File: config.mk
export PLATFORM = sky130hd
export DESIGN_NAME = adc_moving_average_pulse_scaler_core
export DESIGN_NICKNAME = d
export VERILOG_FILES = /design/src/sv/amps_pkg.sv /design/src/sv/adc_moving_average_pulse_scaler_core.sv
export SDC_FILE = /design/constraint.sdc
export NUM_CORES = 1
export LEC_CHECK = 0
export BUFFER_PORTS_ARGS = -buffer_cell sky130_fd_sc_hd__buf_2
export CORE_MARGIN = 5
export CORE_UTILIZATION = 43
export CTS_CLUSTER_SIZE = 40
export DETAILED_ROUTE_END_ITERATION = 8
export PLACE_DENSITY_LB_ADDON = 0.08
export RECOVER_POWER = 50
export SETUP_SLACK_MARGIN = 0.02
export SLEW_MARGIN = 20
export SYNTH_ARGS = -nofsm -noshare
export SYNTH_HDL_FRONTEND = slang
export SYNTH_SLANG_ARGS = --single-unit
export TNS_END_PERCENT = 50
File: constraint.sdc
create_clock -name clk -period 8.2 [get_ports clk]
set_input_delay 0.82 -clock clk [delete_from_list [all_inputs] [get_ports clk]]
set_output_delay 0.82 -clock clk [all_outputs]
set_load 0.1 [all_outputs]
File: src/sv/amps_pkg.sv
`timescale 1ns / 1ps
// shared constants for the moving average pulse scaler
// no dependencies; used by the core and its checker

package amps_pkg;

    localparam int AVG_DEPTH_DEF = 16;

    localparam int DATA_W   = 10;
    localparam int OFFSET_W = 16;
    localparam int SPAN_W   = 21;
    localparam int CFG_W    = 21;
    localparam int TDATA_W  = 16;
    localparam int FRAC_W   = 6;
    localparam int DIFF_W   = DATA_W + FRAC_W + 1;
    localparam int DMAG_W   = DIFF_W - 1;
    localparam int PROD_W   = DMAG_W + SPAN_W;
    localparam int PROD_SH  = 18;

    localparam logic [SPAN_W-1:0] SPAN_RESET = SPAN_W'(4000);
    localparam logic [DATA_W-1:0] RES_MIN    = DATA_W'(1);
    localparam logic [DATA_W-1:0] RES_MAX    = DATA_W'(1000);

    typedef enum logic
    {
        REG_OFFSET = 1'b0,
        REG_SPAN   = 1'b1
    } reg_index_t;

endpackage

File: src/sv/adc_moving_average_pulse_scaler_core.sv
`timescale 1ns / 1ps
// adc sample boxcar average, offset, span scaling and clamp to 1..1000
// depends on amps_pkg
//
// One request at a time: a sample is taken, averaged over the last AVG_DEPTH
// samples (fewer until the ring has filled) by a bit-serial restoring divider,
// offset-corrected, then scaled by a bit-serial shift-add multiplier. The
// finished result sits in an output register, so a new sample is taken while
// the previous result waits. The sample ring is a memory with no clearing
// pass: old entries are subtracted from the sum only once the ring has been
// filled. Configuration is to be written through cfg_we/cfg_index/cfg_data
// only while the block is idle; the user must keep to this, as the block does
// not enforce it.

module adc_moving_average_pulse_scaler_core #(
    parameter int AVG_DEPTH = amps_pkg::AVG_DEPTH_DEF
) (
    input  logic                         clk,
    input  logic                         rst_n,
    input  logic                         s_tvalid,
    output logic                         s_tready,
    input  logic [amps_pkg::TDATA_W-1:0] s_tdata,   // [9:0] adc_sample
    output logic                         m_tvalid,
    input  logic                         m_tready,
    output logic [amps_pkg::TDATA_W-1:0] m_tdata,   // [9:0] pulse_tenths_ms
    input  logic                         cfg_we,
    input  logic                         cfg_index,
    input  logic [amps_pkg::CFG_W-1:0]   cfg_data
);

    localparam int SUM_W     = amps_pkg::DATA_W + $clog2(AVG_DEPTH);
    localparam int CNT_W     = $clog2(AVG_DEPTH + 1);
    localparam int SLOT_W    = (AVG_DEPTH > 1) ? $clog2(AVG_DEPTH) : 1;
    localparam int MAX_STEPS = (SUM_W > amps_pkg::DMAG_W) ? SUM_W : amps_pkg::DMAG_W;
    localparam int STEP_W    = $clog2(MAX_STEPS + 1);
    localparam int DW        = amps_pkg::DATA_W;
    localparam int QW        = amps_pkg::PROD_W - amps_pkg::PROD_SH;

    typedef enum logic [5:0]
    {
        S_IDLE = 6'b000001,
        S_SUM  = 6'b000010,
        S_DIV  = 6'b000100,
        S_DIFF = 6'b001000,
        S_MUL  = 6'b010000,
        S_OUT  = 6'b100000
    } state_t;

    state_t state_reg, state_next;

    logic [DW-1:0] ring [AVG_DEPTH];
    logic [DW-1:0] old_reg;
    logic [DW-1:0] sample_reg;
    logic          full_reg;

    logic [SLOT_W-1:0] slot_reg;
    logic [CNT_W-1:0]  cnt_reg;
    logic [SUM_W-1:0]  sum_reg, sum_next;

    logic [SUM_W-1:0]  dvd_reg, dvd_next;
    logic [CNT_W-1:0]  rem_reg, rem_next;
    logic [STEP_W-1:0] step_reg, step_next;

    logic [amps_pkg::SPAN_W-1:0] mcand_reg, mcand_next;
    logic [amps_pkg::DMAG_W-1:0] mplier_reg, mplier_next;
    logic [amps_pkg::PROD_W-1:0] acc_reg, acc_next;

    logic [amps_pkg::OFFSET_W-1:0] offset_reg;
    logic [amps_pkg::SPAN_W-1:0]   span_reg;

    logic          out_valid_reg;
    logic [DW-1:0] out_data_reg;

    logic                 accept;
    logic                 full;
    logic [CNT_W:0]       trial;
    logic signed [amps_pkg::DIFF_W-1:0] diff;
    logic [amps_pkg::DIFF_W-1:0]        diff_abs;
    logic [amps_pkg::SPAN_W-1:0]        span_abs;
    logic [QW-1:0]        quot;
    logic [DW-1:0]        res;

    assign s_tready = (state_reg == S_IDLE);
    assign accept   = s_tvalid && s_tready;
    assign full     = (cnt_reg == CNT_W'(AVG_DEPTH));
    assign m_tvalid = out_valid_reg;
    assign m_tdata  = {{(amps_pkg::TDATA_W - DW){1'b0}}, out_data_reg};

    // sample ring, read-before-write at the current slot
    always_ff @(posedge clk)
    begin
        if (accept)
        begin
            ring[slot_reg] <= s_tdata[DW-1:0];
            old_reg        <= ring[slot_reg];
            sample_reg     <= s_tdata[DW-1:0];
        end
    end

    always_comb
    begin
        trial       = {rem_reg, dvd_reg[SUM_W-1]};
        diff        = $signed({1'b0, dvd_reg[DW-1:0], {amps_pkg::FRAC_W{1'b0}}})
                    - $signed({1'b0, offset_reg});
        diff_abs    = diff[amps_pkg::DIFF_W-1] ? (~diff + 1'b1) : diff;
        span_abs    = span_reg[amps_pkg::SPAN_W-1] ? (~span_reg + 1'b1) : span_reg;
        quot        = acc_reg[amps_pkg::PROD_W-1:amps_pkg::PROD_SH];
        if (quot == '0)
        begin
            res = amps_pkg::RES_MIN;
        end
        else if (quot >= QW'(amps_pkg::RES_MAX))
        begin
            res = amps_pkg::RES_MAX;
        end
        else
        begin
            res = quot[DW-1:0];
        end

        state_next  = state_reg;
        sum_next    = sum_reg;
        dvd_next    = dvd_reg;
        rem_next    = rem_reg;
        step_next   = step_reg;
        mcand_next  = mcand_reg;
        mplier_next = mplier_reg;
        acc_next    = acc_reg;

        unique case (state_reg)
            S_IDLE:
            begin
                if (accept)
                begin
                    state_next = S_SUM;
                end
            end
            S_SUM:
            begin
                sum_next   = sum_reg - (full_reg ? SUM_W'(old_reg) : '0) + SUM_W'(sample_reg);
                dvd_next   = sum_next;
                rem_next   = '0;
                step_next  = '0;
                state_next = S_DIV;
            end
            S_DIV:
            begin
                // one quotient bit per cycle
                if (trial >= {1'b0, cnt_reg})
                begin
                    rem_next = CNT_W'(trial - {1'b0, cnt_reg});
                    dvd_next = {dvd_reg[SUM_W-2:0], 1'b1};
                end
                else
                begin
                    rem_next = trial[CNT_W-1:0];
                    dvd_next = {dvd_reg[SUM_W-2:0], 1'b0};
                end
                step_next = step_reg + 1'b1;
                if (step_reg == STEP_W'(SUM_W - 1))
                begin
                    state_next = S_DIFF;
                end
            end
            S_DIFF:
            begin
                // opposite signs give a negative product, clamped low anyway
                mcand_next  = (diff[amps_pkg::DIFF_W-1] != span_reg[amps_pkg::SPAN_W-1])
                            ? '0 : span_abs;
                mplier_next = diff_abs[amps_pkg::DMAG_W-1:0];
                acc_next    = '0;
                step_next   = '0;
                state_next  = S_MUL;
            end
            S_MUL:
            begin
                // msb-first shift-add
                acc_next    = {acc_reg[amps_pkg::PROD_W-2:0], 1'b0}
                            + (mplier_reg[amps_pkg::DMAG_W-1]
                               ? amps_pkg::PROD_W'(mcand_reg) : '0);
                mplier_next = {mplier_reg[amps_pkg::DMAG_W-2:0], 1'b0};
                step_next   = step_reg + 1'b1;
                if (step_reg == STEP_W'(amps_pkg::DMAG_W - 1))
                begin
                    state_next = S_OUT;
                end
            end
            S_OUT:
            begin
                if (!out_valid_reg || m_tready)
                begin
                    state_next = S_IDLE;
                end
            end
            default:
            begin
                state_next = S_IDLE;
            end
        endcase
    end

    always_ff @(posedge clk or negedge rst_n)
    begin
        if (!rst_n)
        begin
            state_reg     <= S_IDLE;
            slot_reg      <= '0;
            cnt_reg       <= '0;
            full_reg      <= 1'b0;
            sum_reg       <= '0;
            offset_reg    <= '0;
            span_reg      <= amps_pkg::SPAN_RESET;
            out_valid_reg <= 1'b0;
        end
        else
        begin
            state_reg <= state_next;
            sum_reg   <= sum_next;

            if (cfg_we)
            begin
                unique case (cfg_index)
                    amps_pkg::REG_OFFSET:
                    begin
                        offset_reg <= cfg_data[amps_pkg::OFFSET_W-1:0];
                    end
                    amps_pkg::REG_SPAN:
                    begin
                        span_reg <= cfg_data[amps_pkg::SPAN_W-1:0];
                    end
                    default:
                    begin
                        offset_reg <= offset_reg;
                    end
                endcase
            end

            if (accept)
            begin
                full_reg <= full;
                if (!full)
                begin
                    cnt_reg <= cnt_reg + 1'b1;
                end
                if (slot_reg == SLOT_W'(AVG_DEPTH - 1))
                begin
                    slot_reg <= '0;
                end
                else
                begin
                    slot_reg <= slot_reg + 1'b1;
                end
            end

            if (state_reg == S_OUT && (!out_valid_reg || m_tready))
            begin
                out_valid_reg <= 1'b1;
            end
            else if (m_tready)
            begin
                out_valid_reg <= 1'b0;
            end
        end
    end

    // datapath registers, no reset needed
    always_ff @(posedge clk)
    begin
        dvd_reg    <= dvd_next;
        rem_reg    <= rem_next;
        step_reg   <= step_next;
        mcand_reg  <= mcand_next;
        mplier_reg <= mplier_next;
        acc_reg    <= acc_next;
        if (state_reg == S_OUT && (!out_valid_reg || m_tready))
        begin
            out_data_reg <= res;
        end
    end

endmodule

==> impl_metrics.yaml, run 1 <==
worst_setup_path:
  crit_slowest_cell: "clkbuf_1"
  crit_buf_inv: 1
  worstSetupPathType: "in2async"
  crit_path_end_kind: "asynchronous set/reset pin"
  crit_required_ns: 7.58
  rr_worst_depth: 12
  cp_slowest_stage_delay_ns: 2.82
  start_kind: "input port"
  path_max_fanout: 68
  r2r_setup_slack_ns: 4.07
  arrival_ns: 3.66
  crit_chain: "clkbuf_1"
  cp_top_family: "buffers and inverters"
  cp.depth: 1
pwr:
  ir_worst_vdd_mv: 0.248
  p_per_area_mw_per_mm2: 361
  power_mw: 7.06
  p_leak_nw: 7.28
worst_hold_path:
  min_path_type: "reg2reg"
  hold_depth: 1
yosys:
  syn_inst: 1340
  async_reset_ff_share_pct: 19.1
  ys_seq_area_share_pct: 59.0
  synth.avg_cell_area_sq_um: 13.1
  synth-seq-cells: 356
  synth-edff-count: 288
  syn_area_sq_mm: 0.0175
  synthFlopType: "edfxtp_1"
  ys_warn_count: 0
  synthDistinctLibCells: 71
routing:
  via_count: 10100
  via_per_inst: 5.18
  wl_per_cell_um: 17.9
  route.detailed.drc: 0
  drtAntennaViolNets: 0
  finalWirelength_um: 34800
  initialDrtViolationCount: 409
  first_pass_iters: 4
sta:
  final-setup-viol-count: 0
  hold_violations: 0
  fin_skew_ns: 0.0174
  rsz0062_at_grt: "no"
  worstMarginPinSlew_ns: 4.10
  period_minus_slack_ns: 4.28
  setup_ws_ns: 3.92
  final-max-slew-violation-count: 117
  slew-limit-headroom_pct: -173
  period_share_pct: 52.2
  setup-tns-final_ns: 0
  fmax_ghz: 0.233
global_route:
  grt_pass1_vias: 10300
  antenna_found_initial: 0
  grt_util_all_layers_pct: 15.7
  grt_pass1_wl_um: 56100
  grt-ovfl-total: 0
  grt_max_degree: 69
final_layout:
  largest_register_ffs: 160
  area_growth_pct: 11.5
  final_cell_mix: "288 x edfxtp_1, 104 x nand2_1, 97 x nor2_1"
  diodes: 0
  stdcell_count: 1951
  final_nets: 1504
  layout-drive-gt1-share_pct: 14.6
  final_common_cell: "edfxtp_1"
  final_area_sq_mm: 0.0196
cts:
  cts_tree: "built"
  htree_levels: 2
  clock_path_buffers: 3
  clk_latency_ns: 0.54
  clkTransAtPathRegs_ns: 0.06
  postCtsHoldBufs: 0
  cts_inserted_buffers: 41
  cts_setup_buffers: 0
  clkSinkCount: 356
  cts_root_buffer: "clkbuf_16"
  postCtsResizedCells: 0
floorplan:
  start_util_pct: 43.3
  chipWidth_um: 212
  die_area_sq_mm: 0.0449
  core_area_sq_mm: 0.0406
  die_y_um: 212
  num_io_pins: 61
  rows: 74
status:
  violations: "max-capacitance violations, max-slew violations"
  status: "complete, but fails checks"
place:
  pre_cts_slack_ns: 4.06
  port-buffer-count: 48
  routabilityCongestion: 0.794
  dp.final_hpwl_um: 23800
  placed_cell_area_sq_mm: 0.0183
  place_inst: 1876
run:
  drv_cap: 2
-- metrics by stage --
stage / util (%) / hold WS, ns
after floorplan: - / 0.450
after global placement: 45.1 / 0.463
after detailed placement: 45.1 / 0.479
after CTS: 48.3 / 0.428
after global routing: 48.2 / 0.482
final: 48.2 / 0.487
-- worst paths after layout --
kind                             startpoint           to
worst min register to register  sum_reg[13]  sum_reg[13]
worst min-delay path            sum_reg[13]  sum_reg[13]
min in group asynchronous             rst_n  slot_reg[0]
worst max-delay path                  rst_n  slot_reg[1]
max in group clk                   full_reg  dvd_reg[13]
worst max register to register     full_reg  dvd_reg[13]
-- kinds of logic (layout without fill, tap and decap cells) --
kind of cell / Yosys count / after routing / share of synthesized area, %
DFF: 356 / 356 / 59.0
and+or+nand+nor: 386 / 386 / 11.1
other: 1 / 6 / 0.0214
adders and majority gates: 74 / 74 / 5.79
buffers and inverters: 140 / 214 / 3.22
xor gates and xnor gates: 85 / 85 / 4.24
muxes: 95 / 95 / 9.26
AOI/OAI and AO/OA: 203 / 203 / 7.36
-- final cells by class --
| class | instances | area (sq um) |
|---|---|---|
| tap | 532 | 666 |
| timing repair buffer | 54 | 245 |
| clock inverter | 14 | 111 |
| inverter | 85 | 319 |
| sequential | 356 | 10400 |
| multi-input combinational | 849 | 6640 |
| clock buffer | 61 | 1210 |
| fill | 3609 | 21000 |
-- per-layer routing --
| metal | part of all wire (%) | routed length [um] | track usage [%] | up-vias |
|---|---|---|---|---|
| li1 | - | - | - | 5001 |
| met1 | 45 | 15600 | 20.6 | 4947 |
| met2 | 51 | 17600 | 27.2 | 102 |
| met3 | 2.6 | 901 | 2.29 | 47 |
| met4 | 2.1 | 745 | 4.55 | 0 |
| met5 | 0 | 0 | 0 | - |
-- worst register-to-register path, stage by stage, from the launching register on --
cell and delay (ns):
dfrtp_1 0.48, and2_1 0.20, fa_1 0.53, inv_1 0.05, ha_1 0.30, a211oi_1 0.31, o21ai_0 0.19, a2111oi_0 0.71
o31ai_1 0.25, a311oi_1 0.38, xnor2_1 0.20, xor2_1 0.15, o21ai_0 0.08
-- power breakdown --
| part | total [mW] | switching (mW) | internal [mW] |
|---|---|---|---|
| clock | 1.77 | 0.712 | 1.06 |
| sequential | 2.60 | 0.202 | 2.40 |
| combinational | 2.69 | 1.50 | 1.19 |
| total | 7.06 | 2.41 | 4.64 |
-- Yosys cell counts (42+ instances only) --
cell type | number | area, sq um
a21oi_1 | 43 | 215
and2_1 | 58 | 363
dfrtp_1 | 61 | 1530
edfxtp_1 | 288 | 8650
ha_1 | 62 | 776
inv_1 | 84 | 315
mux4_2 | 50 | 1130
nand2_1 | 104 | 390
nor2_1 | 97 | 364
o21ai_0 | 68 | 340
xnor2_1 | 43 | 377
xor2_1 | 42 | 368
No activity file was read; power rests on OpenSTA's default activity.
==> inputs of run 2 (changes only) <==
==> constraint.sdc (replaced) <==
create_clock -name clk -period 4.1 [get_ports clk]
set_input_delay 0.41 -clock clk [delete_from_list [all_inputs] [get_ports clk]]
set_output_delay 0.41 -clock clk [all_outputs]
set_load 0.1 [all_outputs]
==> run 2 against run 1 <==
Effect of this change:
- the flow still finishes with violations (max-capacitance violations, max-slew violations)
- sequential cell count unchanged
- total power up 100%
- utilization up 0.15 points
- cell count up 0.46%
- die area unchanged
- clock power up 100%
- global-route usage up 0.19 points
- critical path type is now reg2reg
==> impl_metrics.yaml, run 2 (synthesis gave the netlist of run 1 again) <==
pwr:
  p_per_area_mw_per_mm2: 726
  ir_worst_vdd_mv: 0.428
  p_leak_nw: 7.32
final_layout:
  layout-drive-gt1-share_pct: 15.1
  largest_register_ffs: 160
  diodes: 0
  final_cell_mix: "288 x edfxtp_1, 104 x nand2_1, 97 x nor2_1"
  final_common_cell: "edfxtp_1"
  final_area_sq_mm: 0.0196
  final_nets: 1514
  stdcell_count: 1960
  area_growth_pct: 11.8
place:
  place_inst: 1886
  placed_cell_area_sq_mm: 0.0184
  dp.final_hpwl_um: 24300
  port-buffer-count: 48
  routabilityCongestion: 0.778
routing:
  finalWirelength_um: 35400
  via_per_inst: 5.23
  route.detailed.drc: 0
  first_pass_iters: 4
  drtAntennaViolNets: 0
  initialDrtViolationCount: 544
  wl_per_cell_um: 18.1
  via_count: 10300
worst_setup_path:
  rr_worst_depth: 14
  start_kind: "flip-flop"
  r2r-end: "dvd_reg[13]"
  startpoint: "full_reg"
  crit_required_ns: 4.36
  arrival_ns: 3.96
  setup.worst_path.end: "dvd_reg[13]"
  worstSetupPathType: "reg2reg"
  r2r_setup_slack_ns: 0.40
  path_max_fanout: 10
  crit_path_end_kind: "flip-flop"
  r2r-start: "full_reg"
run:
  drv_cap: 3
sta:
  hold_violations: 0
  fmax_ghz: 0.270
  rsz0062_at_grt: "no"
  slew-limit-headroom_pct: -54.2
  final-setup-viol-count: 0
  period_minus_slack_ns: 3.70
  fin_skew_ns: 0.0226
  setup-tns-final_ns: 0
  worstMarginPinSlew_ns: 2.31
  period_share_pct: 90.3
  final-max-slew-violation-count: 109
worst_hold_path:
  min_path_type: "in2reg"
  hold_depth: 3
  worstHoldStart: "cfg_data[0]"
cts:
  htree_levels: 2
  clock_path_buffers: 3
  clkTransAtPathRegs_ns: 0.06
  cts_root_buffer: "clkbuf_16"
  cts_tree: "built"
  cts_inserted_buffers: 40
  cts_setup_buffers: 0
  clkSinkCount: 356
  clk_latency_ns: 0.56
global_route:
  grt_pass1_vias: 10300
  grt-ovfl-total: 0
  antenna_found_initial: 0
  grt_pass1_wl_um: 56500
  grt_util_all_layers_pct: 15.9
  grt_max_degree: 47
status:
  violations: "max-capacitance violations, max-slew violations"
  status: "complete, but fails checks"
floorplan:
  num_io_pins: 61
  die_y_um: 212
  start_util_pct: 43.3
  rows: 74
  die_area_sq_mm: 0.0449
  chipWidth_um: 212
  core_area_sq_mm: 0.0406
-- run 2: how the worst min path moves through the flow --
stage               slack, ns       endpoint
CTS                      0.07  offset_reg[0]
global placement         0.38     cnt_reg[3]
detailed placement       0.38     cnt_reg[2]
global route             0.08   span_reg[19]
finish                   0.10  offset_reg[0]
floorplan                0.11     cnt_reg[0]
-- run 2: power by group --
| group | total (mW) | switching [mW] | internal [mW] |
|---|---|---|---|
| Clock | 3.57 | 1.45 | 2.12 |
| Combinational | 5.41 | 2.98 | 2.44 |
| Sequential | 5.25 | 0.461 | 4.79 |
-- run 2: metal layers --
metal,up-vias,GRT usage [%],routed length (um)
li1,5019,-,-
met1,5072,20.7,15700
met2,116,27.6,17900
met3,47,2.51,1060
met4,0,4.78,806
met5,-,0,0
-- run 2: timing repair --
item	in CTS	in global routing
resized for setup	0	0
hold buffers	1	0
hold endpoints to repair	25	0
-- run 2: area by class of cell --
class / count / area (sq um)
clock inverters: 19 / 189
flip-flops and latches: 356 / 10400
inverters: 85 / 319
repair buffers: 65 / 320
well taps: 532 / 666
fillers: 3622 / 20900
multi-input cells: 849 / 6640
clock buffers: 54 / 1120
-- run 2: worst max-delay path, cell delays in order (launching register included) --
cell and delay, ns:
dfrtp_1 0.38, buf_4 0.17, and2_1 0.16, fa_1 0.49, inv_1 0.05, ha_1 0.33
o21ai_0 0.19, o21ai_0 0.14, a2111oi_0 0.43, buf_4 0.18, o31ai_1 0.11, a311oi_1 0.33
xnor2_1 0.19, xor2_1 0.16, o21ai_0 0.10
-- run 2: metrics by stage --
step | hold WS (ns) | power (mW) | setup slack, ns | utilization, %
final | 0.101 | 14.2 | 0.400 | 48.4
after global routing | 0.0844 | 15.3 | 0.153 | 48.4
after CTS | 0.0664 | 14.5 | 0.365 | 48.5
after detailed placement | 0.380 | 10.8 | 0.439 | 45.3
after global placement | 0.382 | 10.8 | 0.423 | 45.3
after floorplan | 0.114 | 9.52 | 0.547 | -
